File: src/rtl/irpfd_pkg.sv
// Shared types and constants for the IR pulse frame decoder.
// No dependencies; imported by every module of the block.
`timescale 1ns / 1ps

package irpfd_pkg;

    localparam int unsigned FRAME_BITS = 32;
    localparam int unsigned CNT_W      = 6;
    localparam int unsigned US_W       = 16;
    localparam int unsigned CFG_IDX_W  = 3;

    // Configuration register indexes.
    localparam logic [CFG_IDX_W-1:0] CFG_MIN_VALID  = 3'd0;
    localparam logic [CFG_IDX_W-1:0] CFG_ZERO_LIMIT = 3'd1;
    localparam logic [CFG_IDX_W-1:0] CFG_ONE_LIMIT  = 3'd2;
    localparam logic [CFG_IDX_W-1:0] CFG_REP_LIMIT  = 3'd3;
    localparam logic [CFG_IDX_W-1:0] CFG_START_LIM  = 3'd4;

    // Threshold values after reset.
    localparam logic [US_W-1:0] RST_MIN_VALID  = 16'd250;
    localparam logic [US_W-1:0] RST_ZERO_LIMIT = 16'd1200;
    localparam logic [US_W-1:0] RST_ONE_LIMIT  = 16'd2000;
    localparam logic [US_W-1:0] RST_REP_LIMIT  = 16'd3000;
    localparam logic [US_W-1:0] RST_START_LIM  = 16'd6000;

    // Frame state codes as seen on o_frame_state.
    localparam logic [1:0] FS_UNKNOWN  = 2'd0;
    localparam logic [1:0] FS_INCOMING = 2'd1;
    localparam logic [1:0] FS_READY    = 2'd2;
    localparam logic [1:0] FS_ERROR    = 2'd3;

    typedef enum logic [2:0] {
        PC_NONE,
        PC_ZERO,
        PC_ONE,
        PC_REPEAT,
        PC_START
    } t_pulse_class;

    typedef struct packed {
        logic [US_W-1:0] min_valid;
        logic [US_W-1:0] zero_limit;
        logic [US_W-1:0] one_limit;
        logic [US_W-1:0] rep_limit;
        logic [US_W-1:0] start_limit;
    } t_thresholds;

    typedef struct packed {
        logic [1:0]            frame_state;
        logic                  new_frame;
        logic [FRAME_BITS-1:0] frame;
    } t_result;

endpackage

File: src/rtl/ir_pulse_frame_decoder.sv
// IR pulse frame decoder, NEC-style pulse-distance frames.
// An accepted request is held in the input register, then decoded into the output register
// when that register is free; the frame state updates once per decoded pulse.
// Throughput: one request per cycle while the result channel does not stall.
// Reset (synchronous, active low): thresholds return to 250/1200/2000/3000/6000 us,
// frame state to unknown, shift word, bit count and held frame to zero, pipe empties.
// Depends on irpfd_pkg, irpfd_classify, irpfd_core.
`timescale 1ns / 1ps

module ir_pulse_frame_decoder
    import irpfd_pkg::*;
(
    input  logic                 i_clk,
    input  logic                 i_rst_n,
    // configuration write port
    input  logic                 i_cfg_we,
    input  logic [CFG_IDX_W-1:0] i_cfg_idx,
    input  logic [US_W-1:0]      i_cfg_data,
    // pulse request channel
    input  logic                 i_in_valid,
    output logic                 o_in_stall,
    input  logic [US_W-1:0]      i_pulse_width_us,
    // result channel
    output logic                 o_out_valid,
    input  logic                 i_out_stall,
    output logic [1:0]           o_frame_state,
    output logic                 o_new_frame,
    output logic [7:0]           o_address_byte,
    output logic [7:0]           o_inv_address_byte,
    output logic [7:0]           o_command_byte,
    output logic [7:0]           o_inv_command_byte
);

    // Threshold registers.
    t_thresholds r_thr;

    // Input register: holds one request waiting for the decode stage.
    logic            r_in_vld;
    logic [US_W-1:0] r_in_pulse;

    // Result register.
    logic            r_out_vld;
    t_result         r_out;

    logic            w_out_free;
    logic            w_fire;
    logic            w_in_take;
    t_pulse_class    w_class;
    t_result         w_result;

    // The result register frees up when empty or when its request is taken this cycle.
    assign w_out_free = !r_out_vld || !i_out_stall;
    // Decode the held request when the result register can take its answer.
    assign w_fire     = r_in_vld && w_out_free;
    // Accept a new request when the input register is empty or drains now.
    assign o_in_stall = r_in_vld && !w_out_free;
    assign w_in_take  = i_in_valid && !o_in_stall;

    always_ff @(posedge i_clk) begin
        if (!i_rst_n) begin
            r_thr.min_valid   <= RST_MIN_VALID;
            r_thr.zero_limit  <= RST_ZERO_LIMIT;
            r_thr.one_limit   <= RST_ONE_LIMIT;
            r_thr.rep_limit   <= RST_REP_LIMIT;
            r_thr.start_limit <= RST_START_LIM;
        end else if (i_cfg_we) begin
            // Drop writes to indexes past the last register.
            unique case (i_cfg_idx)
                CFG_MIN_VALID:  r_thr.min_valid   <= i_cfg_data;
                CFG_ZERO_LIMIT: r_thr.zero_limit  <= i_cfg_data;
                CFG_ONE_LIMIT:  r_thr.one_limit   <= i_cfg_data;
                CFG_REP_LIMIT:  r_thr.rep_limit   <= i_cfg_data;
                CFG_START_LIM:  r_thr.start_limit <= i_cfg_data;
                default: ;
            endcase
        end
    end

    // Input stage: valid bit is control, pulse value is payload.
    always_ff @(posedge i_clk) begin
        if (!i_rst_n) begin
            r_in_vld <= 1'b0;
        end else if (w_in_take) begin
            r_in_vld <= 1'b1;
        end else if (w_fire) begin
            r_in_vld <= 1'b0;
        end
    end

    always_ff @(posedge i_clk) begin
        if (w_in_take) begin
            r_in_pulse <= i_pulse_width_us;
        end
    end

    irpfd_classify u_classify (
        .i_pulse_us (r_in_pulse),
        .i_thr      (r_thr),
        .o_class    (w_class)
    );

    irpfd_core u_core (
        .i_clk    (i_clk),
        .i_rst_n  (i_rst_n),
        .i_fire   (w_fire),
        .i_class  (w_class),
        .o_result (w_result)
    );

    // Result register: load on decode, clear valid once the result is taken.
    always_ff @(posedge i_clk) begin
        if (!i_rst_n) begin
            r_out_vld <= 1'b0;
        end else if (w_fire) begin
            r_out_vld <= 1'b1;
        end else if (!i_out_stall) begin
            r_out_vld <= 1'b0;
        end
    end

    always_ff @(posedge i_clk) begin
        if (w_fire) begin
            r_out <= w_result;
        end
    end

    assign o_out_valid        = r_out_vld;
    assign o_frame_state      = r_out.frame_state;
    assign o_new_frame        = r_out.new_frame;
    // Held frame bytes, low to high: address, inverted address, command, inverted command.
    assign o_address_byte     = r_out.frame[7:0];
    assign o_inv_address_byte = r_out.frame[15:8];
    assign o_command_byte     = r_out.frame[23:16];
    assign o_inv_command_byte = r_out.frame[31:24];

endmodule

File: src/rtl/irpfd_classify.sv
// Pulse classifier: sorts one interval into a pulse class.
// Depends on irpfd_pkg.
`timescale 1ns / 1ps

module irpfd_classify
    import irpfd_pkg::*;
(
    input  logic [US_W-1:0] i_pulse_us,
    input  t_thresholds     i_thr,
    output t_pulse_class    o_class
);

    // Priority order matters: an empty window never wins.
    always_comb begin
        if (i_pulse_us < i_thr.min_valid) begin
            o_class = PC_NONE;
        end else if (i_pulse_us < i_thr.zero_limit) begin
            o_class = PC_ZERO;
        end else if (i_pulse_us < i_thr.one_limit) begin
            o_class = PC_ONE;
        end else if (i_pulse_us < i_thr.rep_limit) begin
            o_class = PC_REPEAT;
        end else if (i_pulse_us < i_thr.start_limit) begin
            o_class = PC_START;
        end else begin
            o_class = PC_NONE;
        end
    end

endmodule

File: src/rtl/irpfd_core.sv
// Frame assembly state: shift word, bit count, decode state, held frame.
// Depends on irpfd_pkg.
`timescale 1ns / 1ps

module irpfd_core
    import irpfd_pkg::*;
(
    input  logic         i_clk,
    input  logic         i_rst_n,
    input  logic         i_fire,
    input  t_pulse_class i_class,
    output t_result      o_result
);

    typedef enum logic [1:0] {
        ST_UNKNOWN  = FS_UNKNOWN,
        ST_INCOMING = FS_INCOMING,
        ST_READY    = FS_READY,
        ST_ERROR    = FS_ERROR
    } t_state;

    t_state                r_state, n_state;
    logic [FRAME_BITS-1:0] r_shift, n_shift;
    logic [CNT_W-1:0]      r_count, n_count;
    logic [FRAME_BITS-1:0] r_held,  n_held;
    logic                  n_latched;
    logic                  w_check_ok;

    localparam logic [CNT_W-1:0] FULL_COUNT = CNT_W'(FRAME_BITS);

    assign w_check_ok = (r_shift[7:0]   == ~r_shift[15:8]) &&
                        (r_shift[23:16] == ~r_shift[31:24]);

    always_comb begin
        n_state   = r_state;
        n_shift   = r_shift;
        n_count   = r_count;
        n_held    = r_held;
        n_latched = 1'b0;
        if (i_fire) begin
            if (i_class == PC_START) begin
                n_state = ST_INCOMING;
                n_shift = '0;
                n_count = '0;
            end else if (r_state == ST_INCOMING) begin
                if (r_count >= FULL_COUNT) begin
                    if (w_check_ok) begin
                        n_held    = r_shift;
                        n_state   = ST_READY;
                        n_latched = 1'b1;
                    end else begin
                        n_state = ST_ERROR;
                    end
                end else begin
                    case (i_class)
                        PC_ZERO: begin
                            n_shift = {1'b0, r_shift[FRAME_BITS-1:1]};
                            n_count = r_count + CNT_W'(1);
                        end
                        PC_ONE: begin
                            n_shift = {1'b1, r_shift[FRAME_BITS-1:1]};
                            n_count = r_count + CNT_W'(1);
                        end
                        PC_REPEAT: begin
                            if (r_count == '0) begin
                                n_count = FULL_COUNT;
                            end
                        end
                        default: begin
                            n_count = '0;
                        end
                    endcase
                end
            end
        end
    end

    assign o_result.frame_state = n_state;
    assign o_result.new_frame   = n_latched;
    assign o_result.frame       = n_held;

    always_ff @(posedge i_clk) begin
        if (!i_rst_n) begin
            r_state <= ST_UNKNOWN;
            r_shift <= '0;
            r_count <= '0;
            r_held  <= '0;
        end else begin
            r_state <= n_state;
            r_shift <= n_shift;
            r_count <= n_count;
            r_held  <= n_held;
        end
    end

endmodule

File: config.mk
export PLATFORM = sky130hd
export DESIGN_NAME = ir_pulse_frame_decoder
export DESIGN_NICKNAME = d
export VERILOG_FILES = /design/src/rtl/irpfd_pkg.sv /design/src/rtl/ir_pulse_frame_decoder.sv /design/src/rtl/irpfd_classify.sv /design/src/rtl/irpfd_core.sv
export SDC_FILE = /design/constraint.sdc
export NUM_CORES = 1
export LEC_CHECK = 0
export ABC_AREA = 0
export BUFFER_PORTS_ARGS = -buffer_cell sky130_fd_sc_hd__buf_2
export CORE_MARGIN = 2
export CORE_UTILIZATION = 41
export DETAILED_ROUTE_END_ITERATION = 10
export PLACE_DENSITY = 0.6
export SETUP_SLACK_MARGIN = 0.1
export SLEW_MARGIN = 20
export SYNTH_ARGS = -nofsm -noshare
export SYNTH_HDL_FRONTEND = slang
export SYNTH_SLANG_ARGS = --single-unit
File: constraint.sdc
create_clock -name i_clk -period 5.24 [get_ports i_clk]
set_input_delay 0.262 -clock i_clk [delete_from_list [all_inputs] [get_ports i_clk]]
set_output_delay 0.262 -clock i_clk [all_outputs]
set_load 0.05 [all_outputs]
==> metrics.md, run 1 <==
| Metric | Value |
|---|---|
| Outcome | `completed` |
| Max Slew Vio Count | `0` |
| Avg Cell Area, Syn | `between 9 and 10 um2` |
| Seq/Total Area, Yosys | `between 40 and 50%` |
| Leakage | `about 4.5 nW` |
| Area Overhead vs Synth | `16.62%` |
| Syn_nets | `~1100` |
| Met1 usage in global routing | `approximately 26%` |
| NumNets Final | `approximately 1200` |
| Hold WC Path Type | `input pin to register` |
| Final Hold Fails | `0` |
| CP peak stage delay | `about 0.56 ns` |
| Hold Crit Depth | `3` |
| Total Neg Setup Slack | `0 ns` |
| Initial DRC count | `between 400 and 500` |
| Io pins | `77` |
| Top cells by area, synth | `dfxtp_1, edfxtp_1, ha_1` |
| PwrDens | `around 330 nW/um2` |
| Max-cap viol count | `0` |
| Psw | `slightly below 0.9 mW` |
| Routed WL per cell | `~15 um` |
| Largest family of logic cells by synthesized area | `compound AO/OA/AOI/OAI gates` |
| CTS buffer count | `24` |
| Crit end category | `register` |
| Total Routed Length | `between 20 and 25 mm` |
| Compound-Gate Fraction of Synth Area | `between 10 and 15%` |
| Post_cts resized | `0` |
| Synthesized flop and latch total | `205` |
| DPL Wire Length | `14.80 mm` |
| Sink Count | `205` |
| Period utilization | `a little under two thirds` |
| Max frequency | `between 200 and 300 MHz` |
| Crit-path cells | `ha_1 > nand2_1 > o21ai_0 > a211oi_1 > o311ai_2 > nand3_1 > o21ai_2 > buf_4 > mux2_2` |
| Area leader, netlist | `dfxtp_1` |
| Routability Congestion | `0.8363` |
| Final min period | `3.345 ns` |
| Setup slack on the worst flop-to-flop path | `1.90 ns` |
| Crit path max-delay family | `compound AO/OA/AOI/OAI gates` |
| H-Tree Depth | `1` |
| GR peak layer | `met2` |
| Sequential power share | `between 40 and 50%` |
| R2R Path End | `o_command_byte[6]` |
| Total GRT Usage | `between 10% and 20%` |
| # setup viols final | `0` |
| Crit path kind | `register to register` |
| Routed Antenna Nets | `0` |
| Clock skew | `between 0.015 and 0.02 ns` |
| Worst-Skew Late Latency | `between 0.5 and 0.6 ns` |
| Slew @ Worst Pin | `approximately 1.1 ns` |
| Core box area | `around 23000 um2` |
| Clock power share | `a little under half` |
| Switching fraction of total power | `around 24%` |
| Mux cell area share after synthesis | `7.063%` |
| YS warnings | `0` |
| Site Rows | `56` |
| Buf/Inv on CP | `1` |
| FF-to-FF Start | `r_in_pulse[1]` |
| DRC | `0` |
| Synth Area in XOR/XNOR | `1.727%` |
| Port Buf Inserts | `76` |
| Total grt overflow | `0` |
| WHS Endpoint | `r_thr[64]` |
| Die area | `24750 um2` |
| Met3 Use GR | `2.340%` |
| Global-route wire length before repair | `35.45 mm` |
| Hold path start | `i_cfg_data[0]` |
| Synth Area in Simple Gates | `a little over an eighth` |
| Total vias in the final route | `7100` |
| Mapped cell area | `9637 um2` |
| Critical Path AT | `approximately 3.6 ns` |
| Cell count after synthesis | `slightly below 1000` |
| Crit-path slowest cell | `o311ai_2` |
| Synth unique cells | `57` |
| Antenna diode count | `0` |
| Root cell of the clock tree | `clkbuf_16` |
| Die width | `roughly 160 um` |
| Post-synth top flop | `dfxtp_1` |
| Met2 usage | `28.24%` |
| Adder-cell area share of the yosys netlist | `between 9 and 10%` |
| CTS tree | `done` |
| Share of the synthesized area in the top cell type | `roughly a third` |
| Worst Path Max Fanout | `32` |
| CTS max path bufs | `3` |
| Power Internal | `2.772 mW` |
| Largest net degree at the start of global routing | `81` |
| Reg2reg path depth | `9` |
| Vias in the first global route | `6703` |
| Post-synth EDFFs | `about 50` |
| Initial antenna violation count | `0` |
| Startpoint types | `register` |
| Crit path required time | `approximately 5.5 ns` |
| Clock Pin Slew Worst Setup and Hold Paths | `about 0.060 ns` |
| Drt pass-1 iters | `5` |
| Layout cells sized above 1 | `about 15%` |
| RSZ-0062 raised after global routing | `false` |
| Initial Util | `roughly two fifths` |
| Gate power share | `around 8%` |
| Max-slew headroom | `27.80%` |
| Vias/cell | `5.035` |
| Final core utilization | `48.31%` |
| Maximum VDD drop | `192.3 uV` |
| Die H | `157.3 um` |
| Ys async rst share | `0%` |
worst reg2reg max path, stage by stage (launching register included):
cell      delay, ns
edfxtp_1       0.49
ha_1           0.33
nand2_1        0.05
o21ai_0        0.19
a211oi_1       0.14
o311ai_2       0.56
nand3_1        0.31
o21ai_2        0.20
buf_4          0.42
mux2_2         0.41
stage by stage:
step	instance area, um2	total power, mW	worst slack, ns	hold WS (ns)	std cells
5_1_grt	11240	3.798	1.660	0.02893	1410
4_1_cts	11240	3.692	1.857	0.01882	1410
6_report	11240	3.654	1.895	0.03262	1410
3_5_place_dp	10250	1.995	1.863	0.4406	1349
3_3_place_gp	10250	1.994	1.914	0.4383	1349
2_1_floorplan	9637	1.909	1.412	0.3609	990
worst max-delay path by stage:
stage / startpoint / to / cells past startpoint
after CTS: r_in_pulse[15] / o_command_byte[6] / 9
final: r_in_pulse[1] / o_command_byte[6] / 9
after detailed placement: r_in_pulse[15] / o_command_byte[6] / 9
after floorplan: o_out_valid / u_core.r_count[2] / 8
after global routing: r_in_pulse[1] / o_inv_address_byte[1] / 9
after global placement: r_in_pulse[1] / o_address_byte[4] / 9
cells by family after synthesis:
group,count (synthesis)
flops,205
simple gates,301
fa+ha+maj,77
compound gates,193
xor+xnor,19
mux,64
buf+inv,131
cells in the final DEF, fill, tap and decap left out, types with 16 or more instances in the layout:
master	count
nand2_1	213
a22o_1	31
mux2i_1	32
o211ai_1	32
inv_1	85
dfxtp_1	154
mux2_2	32
nor2_1	21
ha_1	77
nand3_1	19
xor2_1	16
clkbuf_16	26
dlygate4sd3_1	17
a21oi_1	69
edfxtp_1	51
buf_2	76
cells in the mapped netlist (3+ instances only):
library cell,count
a211oi_1,8
a21o_1,6
a21oi_1,69
a221oi_1,4
a22o_1,31
and3_1,8
buf_1,4
buf_2,3
buf_6,10
clkbuf_1,28
dfxtp_1,154
edfxtp_1,51
ha_1,77
inv_1,86
mux2_2,32
mux2i_1,32
nand2_1,213
nand2b_1,3
nand3_1,19
nand4_1,13
nor2_1,21
nor2b_1,6
nor3_1,6
o211ai_1,32
o21ai_0,15
o31ai_1,5
xnor2_1,3
xor2_1,16
sequential cells by signal, summed over array words and instances (netlist names):
signal	flops
r_thr	80
u_core.r_held	32
u_core.r_shift	32
r_in_pulse	16
o_address_byte	8
o_command_byte	8
o_inv_address_byte	8
o_inv_command_byte	8
u_core.r_count	6
o_frame_state	2
u_core.r_state	2
o_new_frame	1
o_out_valid	1
r_in_vld	1
routing by layer:
layer | routed length, um | vias up
li1 | - | 3621
met4 | 467 | 0
met3 | 976 | 32
met1 | 10820 | 3314
met5 | 0 | -
met2 | 9571 | 133
power by group through the flow:
stage / clock network [mW] / registers [mW] / logic [mW]
after floorplan: 0 / 1.76 / 0.149
after global placement: 0 / 1.71 / 0.279
after detailed placement: 0 / 1.72 / 0.280
after CTS: 1.72 / 1.68 / 0.291
after global routing: 1.79 / 1.68 / 0.323
final: 1.68 / 1.68 / 0.291
what timing repair did:
item | 4_1_cts | 5_1_grt
hold endpoints to repair | 17 | 0
setup endpoints to repair | 0 | 0
setup buffers | 0 | 0
hold buffers | 17 | 0
layout make-up:
| type | count | area [um2] |
|---|---|---|
| clock inverters | 13 | 135.1 |
| flip-flops and latches | 205 | 4614 |
| repair buffers | 102 | 618.1 |
| fillers | 2227 | 12020 |
| multi-input cells | 654 | 4469 |
| well taps | 319 | 399.1 |
| inverters | 86 | 322.8 |
| clock buffers | 31 | 679.4 |
Power figures use the tool's default switching activity.
==> run 2: changes to the inputs <==
clock period = 3.4 ns   (was 5.24 ns; I/O delays follow)
==> metrics.md, run 2 (synthesized netlist as in run 1, its figures left out) <==
| Metric | Value |
|---|---|
| Max FFs per register | `80 (unchanged)` |
| Io pins | `77 (unchanged)` |
| Crit-path cells | `ha_1 > nand2_1 > o21ai_0 > a21oi_1 > o41ai_1 > nand3_1 > o21ai_2 > buf_12 > mux2_2 (was ha_1 > nand2_1 > o21ai_0 > a211oi_1 > o311ai_2 > nand3_1 > o21ai_2 > buf_4 > mux2_2)` |
| PwrDens | `494.9 nW/um2 (was 325.1 nW/um2)` |
| Root cell of the clock tree | `clkbuf_16 (unchanged)` |
| RSZ-0062 raised after global routing | `true (was false)` |
| Final Hold Fails | `0 (unchanged)` |
| Total GRT Usage | `18.49% (was 17.89%)` |
| Top reg by flops | `r_thr (unchanged)` |
| Vias/cell | `5.091 (was 5.035)` |
| Area after DPL | `10330 um2 (was 10250 um2)` |
| Fill count | `2183 (was 2227)` |
| Final Cell Area | `11510 um2 (was 11240 um2)` |
| Most common cell after layout, fill and taps aside | `nand2_1 (unchanged)` |
| CTS buffer count | `23 (was 24)` |
| Max Slew Vio Count | `0 (unchanged)` |
| Switching fraction of total power | `24.00% (was 24.12%)` |
| WHS | `0.2470 ns (was 0.03262 ns)` |
| Total vias in the final route | `7291 (was 7100)` |
| Antenna diode count | `0 (unchanged)` |
| NumNets Final | `1213 (was 1190)` |
| Setup slack on the worst flop-to-flop path | `0.27 ns (was 1.90 ns)` |
| Area Overhead vs Synth | `19.49% (was 16.62%)` |
| Clock skew | `0.01027 ns (was 0.01575 ns)` |
| Largest net degree at the start of global routing | `96 (was 81)` |
| Slew @ Worst Pin | `1.027 ns (was 1.078 ns)` |
| Max frequency | `320.0 MHz (was 299.0 MHz)` |
| Crit path kind | `register to register (unchanged)` |
| Sink Count | `205 (unchanged)` |
| DRC | `0 (unchanged)` |
| H-Tree Depth | `1 (unchanged)` |
| Critical Path AT | `3.39 ns (was 3.61 ns)` |
| R2R Path End | `o_inv_address_byte[0] (was o_command_byte[6])` |
| Total grt overflow | `0 (unchanged)` |
| Finished Layout Cells | `1432 (was 1410)` |
| Final min period | `3.125 ns (was 3.345 ns)` |
| Leakage | `4.608 nW (was 4.485 nW)` |
| Site Rows | `56 (unchanged)` |
| Max-cap viol count | `0 (unchanged)` |
| Core box area | `23260 um2 (unchanged)` |
| # setup viols final | `0 (unchanged)` |
| Sequential power share | `45.5% (was 46.0%)` |
| Die area | `24750 um2 (unchanged)` |
| Initial DRC count | `326 (was 429)` |
| Die H | `157.3 um (unchanged)` |
| Drt pass-1 iters | `4 (was 5)` |
| Gate power share | `8.3% (was 8.0%)` |
| Startpoint types | `register (unchanged)` |
| Psw | `1.368 mW (was 0.8814 mW)` |
| Outcome | `completed (unchanged)` |
| Worst Path Max Fanout | `32 (unchanged)` |
| Initial antenna violation count | `0 (unchanged)` |
| Initial Util | `41.43% (unchanged)` |
| Total power | `5.698 mW (was 3.654 mW)` |
| Top Registers | `r_thr (80), u_core.r_held (32), u_core.r_shift (32) (unchanged)` |
| Clock Pin Slew Worst Setup and Hold Paths | `0.06 ns (about the same)` |
| Hold Crit Depth | `5 (was 3)` |
| Routed Antenna Nets | `0 (unchanged)` |
| Global-route wire length before repair | `36.78 mm (was 35.45 mm)` |
| Clock power share | `46.2% (was 46.0%)` |
| DPL Wire Length | `14.74 mm (was 14.80 mm)` |
| Period utilization | `91.92% (was 63.83%)` |
| Port Buf Inserts | `76 (unchanged)` |
| CTS tree | `done (unchanged)` |
| Routability Congestion | `0.8141 (was 0.8363)` |
| Max-slew headroom | `31.19% (was 27.80%)` |
| Final core utilization | `49.50% (was 48.31%)` |
| Reg2reg path depth | `9 (unchanged)` |
| Layout cells sized above 1 | `15.54% (was 15.40%)` |
| Routed WL per cell | `15.50 um (was 15.48 um)` |
| CP peak stage delay | `0.56 ns (about the same)` |
| Placed cell count | `1354 (was 1349)` |
| Post-Place Setup Slack | `0.09777 ns (was 1.863 ns)` |
| Worst-Skew Late Latency | `0.52 ns (about the same)` |
| Maximum VDD drop | `336.1 uV (was 192.3 uV)` |
| WHS Endpoint | `r_thr[61] (was r_thr[64])` |
| FF-to-FF Start | `r_in_pulse[2] (was r_in_pulse[1])` |
| Total Neg Setup Slack | `0 ns (unchanged)` |
| CTS max path bufs | `3 (unchanged)` |
| Most frequent cells in the layout | `nand2_1, dfxtp_1, inv_1 (unchanged)` |
| Worst setup margin | `0.2746 ns (was 1.895 ns)` |
| Total Routed Length | `22.20 mm (was 21.83 mm)` |
| Hold WC Path Type | `input pin to register (unchanged)` |
| Die width | `157.3 um (unchanged)` |
| Hold path start | `i_cfg_idx[1] (was i_cfg_data[0])` |
| Crit path required time | `3.66 ns (was 5.50 ns)` |
| Crit-path slowest cell | `o41ai_1 (was o311ai_2)` |
| Crit end category | `register (unchanged)` |
| Vias in the first global route | `7029 (was 6703)` |
| Power Internal | `4.330 mW (was 2.772 mW)` |
==> run 2: cell types whose count changed in the layout (fill, tap and decap cells not counted), sizes merged <==
cell	before	now
buf	85	91
clkbuf	31	34
clkinv	9	5
clkinvlp	2	0
dlygate4sd3	17	35
inv	86	87
==> run 2: metal layers <==
metal	wire, um	up-vias	global-route usage (%)
met5	0	-	0
met4	765	0	6.537
met3	894	45	2.533
met2	9670	143	28.78
met1	10870	3426	26.30
li1	-	3677	-
==> run 2: power by group through the flow <==
| stage | Clock, mW | Combinational [mW] | Sequential, mW |
|---|---|---|---|
| final | 2.63 | 0.474 | 2.59 |
| after global routing | 2.79 | 0.528 | 2.60 |
| after CTS | 2.69 | 0.473 | 2.59 |
| after detailed placement | 0 | 0.439 | 2.65 |
| after global placement | 0 | 0.436 | 2.64 |
| after floorplan | 0 | 0.230 | 2.71 |
==> run 2: layout make-up <==
type | count | area (um2) | share of cell area, %
clock inverters | 8 | 108.9 | 0.9453
multi-input cells | 654 | 4476 | 38.87
clock buffers | 34 | 709.4 | 6.161
flip-flops and latches | 205 | 4614 | 40.07
inverters | 86 | 322.8 | 2.803
repair buffers | 126 | 884.6 | 7.682
well taps | 319 | 399.1 | 3.466
==> run 2: worst max path at each step <==
stage                               from                    end  slack [ns]  depth (start not counted)
final                      r_in_pulse[2]  o_inv_address_byte[0]        0.27                          9
after floorplan              o_out_valid      u_core.r_count[2]        0.30                          8
after global placement    r_in_pulse[14]      o_address_byte[6]        0.17                          9
after detailed placement  r_in_pulse[14]  o_inv_address_byte[0]         0.1                          9
after global routing      r_in_pulse[10]      u_core.r_held[12]        0.09                         10
after CTS                 r_in_pulse[14]  o_inv_address_byte[0]        0.11                          9
==> run 2: critical path: cells and delay by family (launching register included) <==
kind | cells | cell delay [ns]
compound gates | 4 | 1.16
flops | 1 | 0.48
mux | 1 | 0.37
fa+ha+maj | 1 | 0.34
simple gates | 2 | 0.25
buf+inv | 1 | 0.23
==> run 2: what timing repair did <==
action                                  4_1_cts  5_1_grt
buffers inserted                              0        1
gates resized for setup                       0        3
endpoints found under the setup margin        5       34
hold buffers                                 35        0
pin swaps                                     1        1
endpoints found under the hold margin        97        0
